--- src/rtl/wvg_pkg.sv ---
// Wedge vertex generator package: word types, parameter indexes, queue and sequencer types.
// No dependencies.
`timescale 1ns / 1ps
`default_nettype none
package wvg_pkg;
	localparam int NUM_PARAMS = 13;
	localparam int IDXW       = 4;
	localparam int VW         = 34;
	localparam int PW         = 36;
	localparam int SQRT_STEPS = 32;
	localparam int NUM_OPS    = 18;

	localparam logic [IDXW-1:0] IDX_XEXT   = 4'd0;
	localparam logic [IDXW-1:0] IDX_YEXT   = 4'd1;
	localparam logic [IDXW-1:0] IDX_ZEXT   = 4'd2;
	localparam logic [IDXW-1:0] IDX_TOPX   = 4'd3;
	localparam logic [IDXW-1:0] IDX_CORNER = 4'd4;
	localparam logic [IDXW-1:0] IDX_XDIR   = 4'd7;
	localparam logic [IDXW-1:0] IDX_XDIR_Y = 4'd8;
	localparam logic [IDXW-1:0] IDX_ZDIR   = 4'd10;
	localparam logic [IDXW-1:0] IDX_ZDIR_Z = 4'd12;

	typedef logic [NUM_PARAMS-1:0][31:0] wedge_t;

	typedef struct packed {
		logic [3:0]         param_index;
		logic signed [31:0] param_value;
		logic               last_param;
	} in_word_t;

	typedef struct packed {
		logic [2:0]         vertex_index;
		logic signed [31:0] vert_x;
		logic signed [31:0] vert_y;
		logic signed [31:0] vert_z;
		logic               bad_extent;
		logic               final_item;
	} out_word_t;

	typedef struct packed {
		logic   valid;
		wedge_t wedge;
	} q_push_t;

	typedef struct packed {
		logic empty;
		logic full;
	} q_stat_t;

	typedef enum logic [3:0] {
		B_IDLE,
		B_CHECK,
		B_SQ_MUL,
		B_SQ_ACC,
		B_SQRT,
		B_DIV_INIT,
		B_DIV,
		B_PR_MUL,
		B_PR_ACC,
		B_EMIT
	} back_state_t;
endpackage
`default_nettype wire

--- src/rtl/wvg_front.sv ---
// Front end: takes parameter words into the store, hands a full wedge to the queue.
// Depends on wvg_pkg.
`timescale 1ns / 1ps
`default_nettype none
module wvg_front #(
	parameter int FRAC_BITS = 16
) (
	input  wire               clk,
	input  wire               arst_n,
	input  wire               start,
	input  wvg_pkg::in_word_t param,
	input  wvg_pkg::q_stat_t  q_stat,
	output wvg_pkg::q_push_t  push
);
	import wvg_pkg::*;

	localparam logic [31:0] ONE = 32'd1 << FRAC_BITS;

	function automatic wedge_t defaults();
		wedge_t d;
		d = '0;
		d[IDX_XDIR_Y] = ONE;
		d[IDX_ZDIR_Z] = ONE;
		return d;
	endfunction

	wedge_t store_q;
	wedge_t store_nxt;
	logic   accept;

	assign accept = start && !q_stat.full;

	always_comb begin
		store_nxt = store_q;
		if (param.param_index < IDXW'(NUM_PARAMS))
			store_nxt[param.param_index] = param.param_value;
	end

	assign push.valid = accept && param.last_param;
	assign push.wedge = store_nxt;

	always_ff @(posedge clk or negedge arst_n) begin
		if (!arst_n) begin
			store_q <= defaults();
		end else if (accept) begin
			store_q <= param.last_param ? defaults() : store_nxt;
		end
	end
endmodule
`default_nettype wire

--- config.mk ---
export PLATFORM = sky130hd
export DESIGN_NAME = wvg_front
export DESIGN_NICKNAME = d
export VERILOG_FILES = /design/src/rtl/wvg_pkg.sv /design/src/rtl/wvg_front.sv
export SDC_FILE = /design/constraint.sdc
export NUM_CORES = 1
export LEC_CHECK = 0
export BUFFER_PORTS_ARGS = -buffer_cell sky130_fd_sc_hd__buf_2
export CAP_MARGIN = 15
export CORE_MARGIN = 2
export CORE_UTILIZATION = 30
export DETAILED_ROUTE_END_ITERATION = 12
export GPL_ROUTABILITY_DRIVEN = 0
export MAX_ROUTING_LAYER = met4
export PLACE_DENSITY = 0.57
export SLEW_MARGIN = 25
export SYNTH_ARGS = -nofsm -noshare
export SYNTH_HDL_FRONTEND = slang
export SYNTH_SLANG_ARGS = --single-unit
--- constraint.sdc ---
create_clock -name clk -period 1.1 [get_ports clk]
set_clock_uncertainty 0.05 [all_clocks]
set_input_delay 0.055 -clock clk [delete_from_list [all_inputs] [get_ports clk]]
set_output_delay 0.055 -clock clk [all_outputs]
set_load 0.02 [all_outputs]
==> results of run 1 <==
power breakdown:
part	switching, mW	internal, mW
clock network	6.99	9.21
logic	14.6	10.9
registers	2.09	18.4
total	23.7	38.6
stage by stage:
| stage | TNS [ps] | area, um^2 | setup WS, ps |
|---|---|---|---|
| final | -143150 | 37100 | -438 |
| after global routing | -160290 | 37100 | -465 |
| after CTS | -150050 | 35100 | -453 |
| after detailed placement | -337630 | 30700 | -564 |
| after global placement | -321470 | 30700 | -532 |
| after floorplan | -40990 | 25000 | -203 |
critical path: stages:
cell     delay [ps]
buf_12          110
or4b_4          690
buf_12          230
nand2_2         100
nand2_1          70
buf_2           160
metal layers:
| metal | track usage [%] | vias to the layer above | share of wire, % |
|---|---|---|---|
| met5 | - | - | 0 |
| met3 | 4.29 | 210 | 7.2 |
| met4 | 9.37 | 0 | 3.6 |
| met2 | 41.4 | 1211 | 47 |
| met1 | 37.6 | 12679 | 43 |
| li1 | - | 11202 | - |
timing repair:
action | CTS | global route
hold endpoints to repair | 521 | 0
endpoints found under the setup margin | 416 | 467
pin swaps | 82 | 92
hold buffers | 33 | 0
cloned | 21 | 17
setup buffers | 94 | 22
gates resized for setup | 375 | 451
kinds of logic after synthesis:
group           count (synthesis)
buf+inv                       310
compound gates                415
flops                         416
simple gates                 1730
cells in the final DEF (no fill, tap or decap), types with 103 or more instances in the layout:
cell and count:
buf_12 139, dfrtp_1 412, nand2_4 165, buf_2 217
buf_4 284, nand2_1 1000, o221ai_1 310, buf_6 221
o221ai_2 103, nand2_2 489
worst paths after layout:
| path | endpoint | slack, ps | startpoint |
|---|---|---|---|
| setup / recovery | push[32] | -440 | param[36] |
| hold / removal | store_q[28] | 30 | param[0] |
| setup reg to reg | store_q[160] | -270 | store_q[160] |
| hold reg to reg | store_q[379] | 430 | store_q[379] |
| max in group asynchronous | store_q[202] | -50 | arst_n |
| min in group asynchronous | store_q[264] | 110 | arst_n |
layout make-up:
class	instances	area, um^2	area share (%)
Antenna cell	3	7.51	0.0203
Sequential cell	416	10400	28.1
Clock buffer	72	1440	3.87
Timing Repair Buffer	936	9890	26.7
Multi-Input combinational cell	2145	13900	37.5
Tap cell	1040	1300	3.51
Clock inverter	13	97.6	0.263
==> impl_metrics.json, run 1 <==
{
  "status": "finished with violations",
  "violations": "negative setup slack",
  "drv_cap": 0,
  "ys_warn_count": 0,
  "wl_per_cell_um": 24.6,
  "worst_slew_pin_slew_ps": 649,
  "numCtsBuffers": 50,
  "r2r_cells": 7,
  "holdWs_ps": 32.8,
  "portBuffers": 457,
  "fin_cells": 4625,
  "synthAdderAreaFrac_pct": 0,
  "total_power_mw": 62.3,
  "hold_class": "in -> reg",
  "core_mm2": 0.0771,
  "synth_edf_count": 0,
  "track_usage_pct": 27.5,
  "drt-total-wl_um": 114000,
  "drc": 0,
  "required_ps": 1000,
  "drive_gt1_share_pct": 49.4,
  "dp_hpwl_um": 70300,
  "path_clk_slew_ps": 60,
  "reg_top3": "store_q x416",
  "grt_max_degree": 65,
  "path_class": "in -> out",
  "hold_viol": 0,
  "syn_to_final_growth_pct": 59.2,
  "syn_area_per_cell_um2": 8.11,
  "setup_viol": 452,
  "synth_mux_area_share_pct": 0,
  "dp.cells": 4354,
  "yosys.area.top_type": "dfrtp_1",
  "synth-simple-area-share_pct": 30.4,
  "start_util_pct": 30.2,
  "drtIter0Drc": 2524,
  "synth_compound_area_share_pct": 18.1,
  "fin_crit_sh_pct": 140,
  "ant_nets": 0,
  "drt-vias-per-instance": 5.47,
  "rows": 102,
  "synth_seq_cells": 416,
  "period_needed_ps": 1540,
  "h-tree-depth": 2,
  "cts_max_path_buffers": 3,
  "cts_tree": "done",
  "clkLatencyLatePin_ps": 590,
  "p_leak_nw": 17.3,
  "vias": 25302,
  "ys_seq_area_share_pct": 44.7,
  "fin_nets": 3591,
  "synth_flop_cell": "dfrtp_1",
  "synth.area.top_cells": "dfrtp_1 44%, nand2_1 25%, o221ai_1 12%",
  "synth_common_cells": "1,577 x nand2_1, 414 x dfrtp_1, 318 x o221ai_1",
  "drtPass1Iterations": 7,
  "clock.fmax_mhz": 650,
  "critPathArrivalTime_ps": 1430,
  "hold_depth": 4,
  "maxSlewViolCount": 0,
  "cts_sinks": 416,
  "die_w_um": 283,
  "yosys.area_share.xor_xnor_pct": 0,
  "die-area_mm2": 0.0798,
  "synthCells": 2871,
  "netlist.area_leader.share_pct": 44.5,
  "cp-end-kind": "output port",
  "grt_pass1_vias": 23866,
  "synth.net_count": 2913,
  "ioPinCount": 459,
  "relSlewSlack_pct": 56.8,
  "critPathLaunchType": "input port",
  "largest_register_ff_count": 416,
  "nFillCells": 7126,
  "rsz0062_at_grt": "true",
  "cts_root_buf": "clkbuf_16",
  "yosysMostFrequentCell": "nand2_1",
  "fin_util_pct": 48.1,
  "synth_cell_type_count": 29,
  "antenna_found_initial": 1,
  "grt_pass1_wl_um": 159000,
  "setup_slack_ps": -438,
  "path_max_fanout": 9,
  "syn-cell-area_mm2": 0.0233,
  "die_h_um": 283,
  "grt-ovfl-total": 0,
  "synthArstFlopShare_pct": 100,
  "peakVddDrop_mv": 1.13,
  "regMostFlops": "store_q",
  "powerDensity_mw_per_mm2": 1680,
  "synth_top_family_by_area": "simple AND/OR/NAND/NOR gates"
}
(Power assumes the default switching activity.)
==> inputs of run 2 (changes only) <==
CORE_MARGIN = default   (was 2)
TNS_END_PERCENT = 10   (was default)
==> run 2 against run 1 <==
Against the previous run:
- the flow still finishes with violations (negative setup slack)
- maximum frequency decreased by 3.2%
- critical path depth decreased by 3
- global-route usage decreased by 0.31 points
- first-iteration DRC count increased by 15%
- total power decreased by 1.1%
- flip-flop and latch count unchanged
- clock-buffer cell count increased by 8
- critical path type is now reg -> out
- largest cell class unchanged
==> impl_metrics.json, run 2 (synthesized netlist as in run 1, its figures left out) <==
{
  "status": "finished with violations",
  "violations": "negative setup slack",
  "h-tree-depth": 2,
  "clkLatencyLatePin_ps": 590,
  "required_ps": 1000,
  "drv_cap": 0,
  "drt-vias-per-instance": 5.51,
  "register_area_mm2": 0.0104,
  "drive_gt1_share_pct": 40.7,
  "grt_pass1_wl_um": 155000,
  "dp_hpwl_um": 69800,
  "ant_nets": 0,
  "die-area_mm2": 0.0787,
  "regMostFlops": "store_q",
  "drtIter0Drc": 2915,
  "critPathArrivalTime_ps": 1480,
  "ioPinCount": 459,
  "syn_to_final_growth_pct": 51.6,
  "vias": 25173,
  "fin_crit_sh_pct": 144,
  "fin_nets": 3533,
  "path_max_fanout": 2,
  "powerDensity_mw_per_mm2": 1740,
  "period_needed_ps": 1590,
  "grt_max_degree": 72,
  "drtPass1Iterations": 6,
  "multi_input_comb_area_mm2": 0.0127,
  "p_leak_nw": 16.7,
  "drt-total-wl_um": 110000,
  "clock.fmax_mhz": 630,
  "setup_viol": 430,
  "die_w_um": 281,
  "nFillCells": 7187,
  "maxSlewViolCount": 0,
  "dp.cells": 4339,
  "numCtsBuffers": 51,
  "dp_slack_ps": -494,
  "cts_tree": "done",
  "track_usage_pct": 27.2,
  "wl_per_cell_um": 24.0,
  "peakVddDrop_mv": 1.34,
  "largest_register_ff_count": 416,
  "final_common_cell": "nand2_1",
  "rows": 101,
  "die_h_um": 281,
  "cp-end-kind": "output port",
  "rsz0062_at_grt": "true",
  "portBuffers": 457,
  "antenna_found_initial": 0,
  "path_clk_slew_ps": 60,
  "core_mm2": 0.0763,
  "path_class": "reg -> out",
  "hold_class": "in -> reg",
  "start_util_pct": 30.5,
  "drc": 0,
  "grt-ovfl-total": 0,
  "grt_pass1_vias": 23036,
  "cts_sinks": 416,
  "relSlewSlack_pct": 67.7,
  "fin_cells": 4568,
  "critPathLaunchType": "flip-flop",
  "worst_slew_pin_slew_ps": 482,
  "cts_max_path_buffers": 3,
  "layout_common_cells": "1,280 x nand2_1, 414 x dfrtp_1, 317 x o221ai_1",
  "setup_slack_ps": -488,
  "cts_root_buf": "clkbuf_16",
  "reg_top3": "store_q x416",
  "hold_viol": 0
}
==> run 2: cell types whose count changed in the layout (fill, tap and decap cells not counted), moves of 12 or more <==
cell / delta
dlygate4sd3_1: -13
nand2_1: +280
buf_4: -51
buf_6: -57
nand2_4: -72
buf_12: +12
nand2_2: -203
buf_2: +53
==> run 2: through the flow <==
step	utilization [%]	TNS, ps	hold slack, ps	total power, mW	cell area (um^2)
6_report	46.2	-140710	29.2	61.6	35300
3_5_place_dp	38.6	-303490	-144	40.3	29500
4_1_cts	43.6	-294740	0.727	59.5	33300
3_3_place_gp	38.6	-290110	-145	40.0	29500
5_1_grt	46.2	-159020	26.0	64.3	35300
2_1_floorplan	-	-58980	-291	32.3	23500
==> run 2: final cells by class <==
cell class,instances,area share (%)
Tap cell,1030,3.65
Clock inverter,15,0.564
Multi-Input combinational cell,2145,36.1
Timing Repair Buffer,877,25.9
Clock buffer,80,4.30
Antenna cell,5,0.0355
Sequential cell,416,29.5
==> run 2: per-layer routing <==
layer | GRT usage (%) | part of all wire [%] | routed length [um] | vias to the layer above
met4 | 10.4 | 4.1 | 4510 | 0
met2 | 40.5 | 46 | 50000 | 1369
met5 | - | 0 | 0 | -
li1 | - | - | - | 11090
met3 | 3.59 | 7.9 | 8670 | 233
met1 | 37.4 | 42 | 46500 | 12481
==> run 2: repair_timing <==
| action | 4_1_cts | 5_1_grt |
|---|---|---|
| gates cloned | 18 | 8 |
| endpoints found under the setup margin | 416 | 816 |
| gates resized for setup | 314 | 467 |
| hold buffers | 21 | 0 |
| endpoints found under the hold margin | 529 | 0 |
| buffers inserted | 38 | 44 |
| pin swaps | 47 | 86 |
==> run 2: path summary, 6_finish.rpt <==
path | cells past startpoint | start | slack (ps) | to
max | 3 | store_q[272] | -490 | push[272]
min | 4 | param[28] | 30 | store_q[27]
max reg2reg | 3 | store_q[272] | 20 | store_q[272]
min reg2reg | 2 | store_q[234] | 430 | store_q[234]
max in group asynchronous | 3 | arst_n | 140 | store_q[311]
min in group asynchronous | 3 | arst_n | 60 | store_q[160]
==> run 2: power breakdown <==
part	switching, mW	internal [mW]	leakage [nW]	total (mW)
Combinational	14.0	9.59	11.3	23.6
Sequential	2.04	18.4	4.56	20.4
Clock	7.12	10.4	0.842	17.5
==> run 2: critical path, stage by stage, from the launching register on <==
cell and delay (ps):
dfstp_2 600, nand2_2 70, nand2_2 90, buf_6 120
