File: config.mk
export PLATFORM = sky130hd
export DESIGN_NAME = wvg_queue
export DESIGN_NICKNAME = d
export VERILOG_FILES = /design/src/rtl/wvg_pkg.sv /design/src/rtl/wvg_queue.sv
export SDC_FILE = /design/constraint.sdc
export NUM_CORES = 1
export LEC_CHECK = 0
export ABC_AREA = 1
export BUFFER_PORTS_ARGS = -buffer_cell sky130_fd_sc_hd__buf_2
export CORE_AREA = 4 4 328 330
export DETAILED_ROUTE_END_ITERATION = 8
export DIE_AREA = 0 0 332 334
export MAX_ROUTING_LAYER = met4
export RECOVER_POWER = 25
export SLEW_MARGIN = 40
export SYNTH_ARGS = -nofsm -noshare
export SYNTH_HDL_FRONTEND = slang
export SYNTH_SLANG_ARGS = --single-unit
File: constraint.sdc
create_clock -name clk -period 19.3 [get_ports clk]
set_clock_uncertainty 0.2 [all_clocks]
set_input_delay 1.93 -clock clk [delete_from_list [all_inputs] [get_ports clk]]
set_output_delay 1.93 -clock clk [all_outputs]
set_load 0.02 [all_outputs]
File: src/rtl/wvg_pkg.sv
// Wedge vertex generator package: word types, parameter indexes, queue and sequencer types.
// No dependencies.
`timescale 1ns / 1ps
`default_nettype none
package wvg_pkg;
	localparam int NUM_PARAMS = 13;
	localparam int IDXW       = 4;
	localparam int VW         = 34;
	localparam int PW         = 36;
	localparam int SQRT_STEPS = 32;
	localparam int NUM_OPS    = 18;

	localparam logic [IDXW-1:0] IDX_XEXT   = 4'd0;
	localparam logic [IDXW-1:0] IDX_YEXT   = 4'd1;
	localparam logic [IDXW-1:0] IDX_ZEXT   = 4'd2;
	localparam logic [IDXW-1:0] IDX_TOPX   = 4'd3;
	localparam logic [IDXW-1:0] IDX_CORNER = 4'd4;
	localparam logic [IDXW-1:0] IDX_XDIR   = 4'd7;
	localparam logic [IDXW-1:0] IDX_XDIR_Y = 4'd8;
	localparam logic [IDXW-1:0] IDX_ZDIR   = 4'd10;
	localparam logic [IDXW-1:0] IDX_ZDIR_Z = 4'd12;

	typedef logic [NUM_PARAMS-1:0][31:0] wedge_t;

	typedef struct packed {
		logic [3:0]         param_index;
		logic signed [31:0] param_value;
		logic               last_param;
	} in_word_t;

	typedef struct packed {
		logic [2:0]         vertex_index;
		logic signed [31:0] vert_x;
		logic signed [31:0] vert_y;
		logic signed [31:0] vert_z;
		logic               bad_extent;
		logic               final_item;
	} out_word_t;

	typedef struct packed {
		logic   valid;
		wedge_t wedge;
	} q_push_t;

	typedef struct packed {
		logic empty;
		logic full;
	} q_stat_t;

	typedef enum logic [3:0] {
		B_IDLE,
		B_CHECK,
		B_SQ_MUL,
		B_SQ_ACC,
		B_SQRT,
		B_DIV_INIT,
		B_DIV,
		B_PR_MUL,
		B_PR_ACC,
		B_EMIT
	} back_state_t;
endpackage
`default_nettype wire

File: src/rtl/wvg_queue.sv
// Two-entry queue of loaded wedges between front and back.
// Depends on wvg_pkg.
`timescale 1ns / 1ps
`default_nettype none
module wvg_queue (
	input  wire              clk,
	input  wire              arst_n,
	input  wvg_pkg::q_push_t push,
	input  wire              pop,
	output wvg_pkg::wedge_t  head,
	output wvg_pkg::q_stat_t q_stat
);
	import wvg_pkg::*;

	localparam int QD = 2;
	localparam int AW = 1;

	wedge_t         mem_q [QD];
	logic [AW-1:0]  wr_q;
	logic [AW-1:0]  rd_q;
	logic [AW:0]    cnt_q;

	always_ff @(posedge clk) begin
		if (push.valid)
			mem_q[wr_q] <= push.wedge;
	end

	always_ff @(posedge clk or negedge arst_n) begin
		if (!arst_n) begin
			wr_q  <= '0;
			rd_q  <= '0;
			cnt_q <= '0;
		end else begin
			if (push.valid)
				wr_q <= wr_q + 1'b1;
			if (pop)
				rd_q <= rd_q + 1'b1;
			if (push.valid && !pop)
				cnt_q <= cnt_q + 1'b1;
			else if (pop && !push.valid)
				cnt_q <= cnt_q - 1'b1;
		end
	end

	assign head         = mem_q[rd_q];
	assign q_stat.empty = (cnt_q == '0);
	assign q_stat.full  = (cnt_q == (AW+1)'(QD));
endmodule
`default_nettype wire

==> flow_summary_export.csv, run 1 <==
group,metric,value,unit
route,ant_nets,0,
die,die_area,0.111,mm2
critical_path,cpMaxStageDelayCell,"dfrtp_4",
yosys,synth_most_common_cell,"edfxtp_1",
critical_path,start_kind,"flop",
power_and_ir_drop,powerDensity,156,mW/mm2
yosys,synth_xor_area_share,0.0859,%
die,start_util,29.2,%
die,die_y,334,um
sta,hold_viol,0,
yosys,synth_area_leaders,"edfxtp_1 (82%), mux2_2 (12%), mux2_4 (4.9%)",
clock_tree,post-cts-setup-buffers,0,
route,wl_per_cell,20.2,um
power_and_ir_drop,p_switching,0.00197,W
grt,track_usage,13.2,%
route,viasPerCell,4.26,
cells_and_area,fin_util,37.3,%
power_and_ir_drop,p_int,0.00413,W
clock_tree,cts.sinks,836,
yosys,synth-main-ff-cell,"edfxtp_1",
yosys,ys_seq_elements,836,
clock_tree,cts_root_buffer,"clkbuf_16",
sta,drv_slew,0,
power_and_ir_drop,clock_power_share,26.6,%
critical_path,critical-path-max-stage-delay,0.62,ns
power_and_ir_drop,leakage,14.4,nW
power_and_ir_drop,pwr-share-comb,32.5,%
yosys,yosysTopAreaCell,"edfxtp_1",
route,num_vias,15700,
yosys,ys_types,14,
die,coreArea,0.105,mm2
grt,grt_pass1_wl,108,mm
power_and_ir_drop,swShare,32.3,%
clock_tree,ctsResizeCount,0,
sta,setup_viol,0,
place,routabilityCongestion,0.829,
clock_tree,hold_buffers,0,
place,io_buffers,837,
die,io_pins,838,
yosys,ys_seq_area_share,82.0,%
grt,antenna_found_initial,24,
yosys,synth_top_family_by_area,"multiplexers",
clock_tree,clkTransAtPathRegs,0.06,ns
critical_path,path_cells,"buf_12, buf_12, buf_16, buf_6, mux2_2, buf_2",
critical_path,cp_data_arrival_time,3.89,ns
yosys,synth_top_area_share,81.7,%
yosys,synthTopCellsByCount,"edfxtp_1 (832), mux2_2 (316), mux2_4 (100)",
hold_path,worstHoldStart,"cnt_q[1]$_DFFE_PN0P_",
sta,rsz0062_at_grt,"false",
outcome,outcome,"finished clean",
clock_tree,cts_tree,"built",
yosys,synth_cells,1319,
job,max_cap_violations,0,
cells_and_area,final-seq-area,0.0251,mm2
yosys,async_flop_share,0.478,%
yosys,synth.area.mux_share,16.5,%
grt,gr-total-overflow,0,
cells_and_area,fillers,9755,
grt,grt_start_max_net_pins,136,
critical_path,worst-path-buf-inv,5,
critical_path,path_max_fanout,97,
yosys,syn_area_per_cell,23.2,um2
sta,post-route-min-period,6.02,ns
sta,worst_pin_slew,0.816,ns
grt,grt_pass1_vias,17000,
sta,tns,0,ns
place,hpwl,53.7,mm
cells_and_area,area_delta_synth_final,27.9,%
clock_tree,clock_path_buffers,3,
route,drtIter0Drc,851,
sta,layout_worst_path_cycle_share,31.2,%
hold_path,hp-class,"reg2reg",
yosys,syn_area,0.0306,mm2
sta,fmax,0.166,GHz
cells_and_area,nets,2635,
sta,slew_headroom,45.6,%
critical_path,path_delay_family,"buffers and inverters",
route,wl,74.3,mm
power_and_ir_drop,fin_total_pwr,0.00609,W
yosys,synth_compound_area_share,0,%
critical_path,cp.required,17.17,ns
critical_path,criticalPathCategory,"reg2out",
power_and_ir_drop,seqPwrFrac,40.9,%
clock_tree,cts_max_level,3,
yosys,yosys_warnings,0,
clock_tree,worstSkewPairLatency,0.63,ns
power_and_ir_drop,vdd_drop_max,0.109,mV
critical_path,r2r-start,"wr_q$_DFFE_PN0P_",
yosys,synth-simple-area-share,0.135,%
route,drcViolationCount,0,
critical_path,cp-startpoint,"rd_q$_DFFE_PN0P_",
die,die_width,332,um
critical_path,crit_path_end_kind,"output port",
yosys,synth_edf_count,832,
sta,whs,0.300,ns
yosys,syn-num-nets,1740,
cells_and_area,multiInputGateArea,0.00515,mm2
cells_and_area,drive_gt1_share,55.1,%
critical_path,path_common_cell,"buf_12",
yosys,yosys.area_share.adder,0.0409,%
clock_tree,numCtsBuffers,86,
route,first_pass_iters,5,
die,placementRows,119,
## per-layer routing
layer  vias to the layer above  share of wire, %  global-route usage [%]
li1                       7094                 -                       -
met1                      7861                38                    14.6
met2                       643                51                    22.2
met3                       108               9.0                    4.86
met4                         0               2.1                    3.90
met5                         -                 0                       -
## per-stage QoR
stage	cell area (um2)	cells	setup WS (ns)
6_report	39100	3684	13.28
5_1_grt	39100	3681	13.09
4_1_cts	39200	3669	13.23
3_5_place_dp	36500	3517	13.95
3_3_place_gp	36300	3513	13.74
2_1_floorplan	30600	1319	5.83
## layout make-up
class                           instances  share of cell area (%)
Inverter                                7                  0.0992
Sequential cell                       836                    64.2
Multi-Input combinational cell        430                    13.2
Clock inverter                         41                    1.24
Tap cell                             1391                    4.45
Antenna cell                           15                  0.0960
Clock buffer                          111                    5.82
Timing Repair Buffer                  853                    11.0
## worst paths after layout
path | to | slack [ns] | cells past startpoint
hold / removal | cnt_q[1]$_DFFE_PN0P_ | 0.30 | 2
min in group asynchronous | cnt_q[1]$_DFFE_PN0P_ | 0.97 | 1
setup reg to reg | mem_q[0][323]$_DFFE_PP_ | 15.81 | 5
hold reg to reg | cnt_q[1]$_DFFE_PN0P_ | 0.30 | 2
setup / recovery | head[167] | 13.28 | 6
max in group asynchronous | rd_q$_DFFE_PN0P_ | 17.66 | 1
## power groups by stage
stage / combinational (W) / sequential (W) / clock, W
3_5_place_dp: 0.00202 / 0.00253 / 0
6_report: 0.00198 / 0.00249 / 0.00162
2_1_floorplan: 0.00137 / 0.00265 / 0
5_1_grt: 0.00210 / 0.00252 / 0.00176
3_3_place_gp: 0.00196 / 0.00254 / 0
4_1_cts: 0.00202 / 0.00250 / 0.00167
## tightest hold or removal path: stages, from the launching register on
cell and delay [ns]:
dfrtp_1 0.36, nand2_1 0.06, nand2_1 0.05
## cells by family after synthesis
family | Yosys count
buffers and inverters | 53
multiplexers | 416
flip-flops | 836
XOR/XNOR | 3
AND/OR/NAND/NOR | 10
adder cells (fa/ha/maj) | 1
## cell usage in the layout (no fill, tap or decap)
cell type   count
mux2_2        316
nand2_1         5
clkinv_1       15
clkbuf_1      153
xor2_1          2
nor2_4          1
clkinv_4        1
bufinv_16       9
inv_1           6
edfxtp_1      832
buf_1           1
nor2_1          2
buf_2         706
clkbuf_16      87
inv_12          1
dfrtp_4         1
clkinv_2        8
clkbuf_8        1
buf_16          3
nand3_1         1
diode_2        15
inv_6           1
buf_6           7
buf_12          4
buf_4           2
xnor2_1         1
clkinvlp_4      3
inv_16          4
mux2_4        100
nand4_1         1
ha_1            1
dfrtp_1         3
## sequential cells by signal (all words and copies together), names as in the netlist
| name | cells |
|---|---|
| rd_q | 1 |
| cnt_q | 2 |
| mem_q | 832 |
| wr_q | 1 |
No activity file was read; power rests on OpenSTA's default activity.
==> run 2: changes to the inputs <==
--- a/config.mk
+++ b/config.mk
@@ -5,7 +5,7 @@
 export SDC_FILE = /design/constraint.sdc
 export NUM_CORES = 1
 export LEC_CHECK = 0
-export ABC_AREA = 1
+export ABC_AREA = 0
 export BUFFER_PORTS_ARGS = -buffer_cell sky130_fd_sc_hd__buf_2
 export CORE_AREA = 4 4 328 330
 export DETAILED_ROUTE_END_ITERATION = 8
==> constraint.sdc (replaced) <==
create_clock -name clk -period 5.85 [get_ports clk]
set_clock_uncertainty 0.2 [all_clocks]
set_input_delay 0.585 -clock clk [delete_from_list [all_inputs] [get_ports clk]]
set_output_delay 0.585 -clock clk [all_outputs]
set_load 0.02 [all_outputs]
==> run 2 against run 1 <==
  * Utilization increased by 4.1 points
  * Via count increased by 11%
  * Hold slack got worse by 0.14 ns
  * Highest routed layer unchanged
  * Worst setup slack got worse by 11 ns
  * Global-route usage increased by 1.1 points
  * Non-clock buffer count increased by 436
  * Combinational power increased to 3.5 times the previous value
  * Largest power group unchanged
  * Routed wire length increased by 7.3%
  * Final cell count increased by 12%
  * Count of clock-buffer cells in the layout increased by 6
  * Synthesized cell count decreased by 0.68%
==> flow_summary_export.csv, run 2 <==
group,metric,value,unit
power_and_ir_drop,vdd_drop_max,0.320,mV
sta,worst_pin_slew,0.873,ns
critical_path,r2r-start,"wr_q$_DFFE_PN0P_",
route,num_vias,17400,
clock_tree,clkTransAtPathRegs,0.07,ns
critical_path,worstRegToRegCells,3,
outcome,outcome,"finished clean",
yosys,synth_top_area_share,81.8,%
yosys,synth_area_leaders,"edfxtp_1 (82%), mux2_2 (12%), mux2_4 (4.9%)",
clock_tree,ctsResizeCount,0,
cells_and_area,nets,3066,
yosys,async_flop_share,0.478,%
die,die_area,0.111,mm2
route,wl_per_cell,19.4,um
critical_path,timing.rr.end,"mem_q[1][326]$_DFFE_PP_",
sta,layout_worst_path_cycle_share,63.2,%
critical_path,cp_data_arrival_time,2.91,ns
cells_and_area,regMostFlops,"mem_q",
yosys,syn_area,0.0306,mm2
yosys,ys_types,13,
sta,rsz0062_at_grt,"false",
route,first_pass_iters,5,
clock_tree,worstSkewPairLatency,0.62,ns
route,ant_nets,0,
critical_path,start_kind,"flop",
die,die_y,334,um
clock_tree,cts.sinks,836,
critical_path,crit_path_end_kind,"output port",
cells_and_area,fin_util,41.4,%
yosys,synth_edf_count,832,
sta,setup_viol,0,
yosys,ys_seq_elements,836,
critical_path,r2r_slack,3.30,ns
critical_path,cp.required,5.07,ns
sta,hold_viol,0,
grt,grt_start_max_net_pins,125,
cells_and_area,layout_commonest_cell,"edfxtp_1",
critical_path,cp-startpoint,"rd_q$_DFFE_PN0P_",
yosys,syn_area_per_cell,23.3,um2
yosys,synthTopCellsByCount,"edfxtp_1 (832), mux2_2 (316), mux2_4 (100)",
cells_and_area,reg.largest.list,"mem_q: 832 flops, cnt_q: 2 flops",
route,wl,79.8,mm
yosys,yosys_warnings,0,
clock_tree,numCtsBuffers,90,
die,placementRows,119,
clock_tree,cts_max_level,3,
grt,grt_pass1_wl,118,mm
sta,tns,0,ns
grt,gr-total-overflow,0,
grt,grt_pass1_vias,19400,
cells_and_area,area_delta_synth_final,41.9,%
yosys,synth_cells,1310,
yosys,syn-num-nets,1731,
clock_tree,cts_tree,"built",
cells_and_area,largest_reg_flops,832,
die,start_util,29.1,%
critical_path,criticalPathCategory,"reg2out",
yosys,yosysTopAreaCell,"edfxtp_1",
grt,track_usage,14.3,%
power_and_ir_drop,powerDensity,472,mW/mm2
place,hpwl,54.7,mm
sta,drv_slew,0,
clock_tree,clock_path_buffers,3,
sta,post-route-min-period,3.70,ns
critical_path,path_max_fanout,58,
yosys,ys_seq_area_share,82.1,%
hold_path,hp-class,"in2async",
die,coreArea,0.105,mm2
power_and_ir_drop,leakage,16.1,nW
job,max_cap_violations,0,
route,drtIter0Drc,929,
cells_and_area,layout_common_cells,"edfxtp_1 (832), buf_2 (639), dlygate4sd3_1 (419)",
die,io_pins,838,
die,die_width,332,um
place,io_buffers,837,
grt,antenna_found_initial,11,
clock_tree,cts_root_buffer,"clkbuf_16",
yosys,synth-main-ff-cell,"edfxtp_1",
route,drcViolationCount,0,
critical_path,endpoint,"head[399]",
yosys,synth_most_common_cell,"edfxtp_1",
sta,slew_headroom,41.8,%
cells_and_area,drive_gt1_share,44.8,%
place,routabilityCongestion,0.830,
route,viasPerCell,4.24,
sta,fmax,0.271,GHz
[run 2: where the power goes]
part | total (W) | switching (W) | internal, W
Combinational | 0.00690 | 0.00414 | 0.00276
Sequential | 0.00824 | 0.000303 | 0.00794
Clock | 0.00533 | 0.00224 | 0.00309
Total | 0.0205 | 0.00668 | 0.0138
[run 2: kinds of logic (layout without fill, tap and decap cells)]
family | after synthesis | in the layout | share of synthesized area (%)
xor+xnor | 5 | 5 | 0.143
fa+ha+maj | 1 | 1 | 0.0409
buf+inv | 47 | 1449 | 1.07
flops | 836 | 836 | 82.1
mux | 416 | 416 | 16.6
other cells | 0 | 8 | 0
simple gates | 5 | 5 | 0.0860
[run 2: repair_timing]
item | in CTS | in global routing
buffers inserted | 0 | 0
endpoints found under the hold margin | 838 | 0
hold buffers | 419 | 0
[run 2: how the worst min path moves through the flow]
stage | startpoint | end | slack [ns] | cells after the start
5_1_grt | arst_n | rd_q$_DFFE_PN0P_ | 0.14 | 2
3_3_place_gp | arst_n | cnt_q[1]$_DFFE_PN0P_ | 0.20 | 1
6_report | arst_n | rd_q$_DFFE_PN0P_ | 0.16 | 2
2_1_floorplan | arst_n | cnt_q[0]$_DFFE_PN0P_ | 0.09 | 0
3_5_place_dp | arst_n | cnt_q[1]$_DFFE_PN0P_ | 0.20 | 1
4_1_cts | arst_n | rd_q$_DFFE_PN0P_ | 0.08 | 2
[run 2: area by class of cell]
cell class                      instances  area [um2]
Sequential cell                       836       25100
Timing Repair Buffer                 1289        8580
Fill cell                            9412       61500
Multi-Input combinational cell        427        5150
Antenna cell                            8        20.0
Clock buffer                          117        2420
Clock inverter                         42         355
Inverter                                1        3.75
Tap cell                             1391        1740
[run 2: through the flow]
step	total power (W)	area (um2)	cells	hold WS (ns)	setup slack, ns
after floorplan	0.0130	30600	1310	0.0894	-1.58
after global placement	0.0150	36600	3523	0.200	2.82
after detailed placement	0.0151	36600	3524	0.203	2.77
after CTS	0.0208	43600	4102	0.0837	2.02
after global routing	0.0214	43400	4111	0.135	1.99
final	0.0205	43400	4111	0.164	2.15
[run 2: metal layers]
layer / track usage, % / routed length, um / part of all wire (%) / vias up
met5: - / 0 / 0 / -
met4: 5.63 / 2600 / 3.3 / 0
met3: 4.15 / 5830 / 7.3 / 129
met2: 25.2 / 42200 / 53 / 698
met1: 15.1 / 29200 / 37 / 8656
li1: - / - / - / 7946
[run 2: critical path, stage by stage (launching register included)]
cell and delay (ns):
dfrtp_4 0.86, buf_12 0.34, buf_4 0.35, mux2_2 0.37, buf_2 0.16
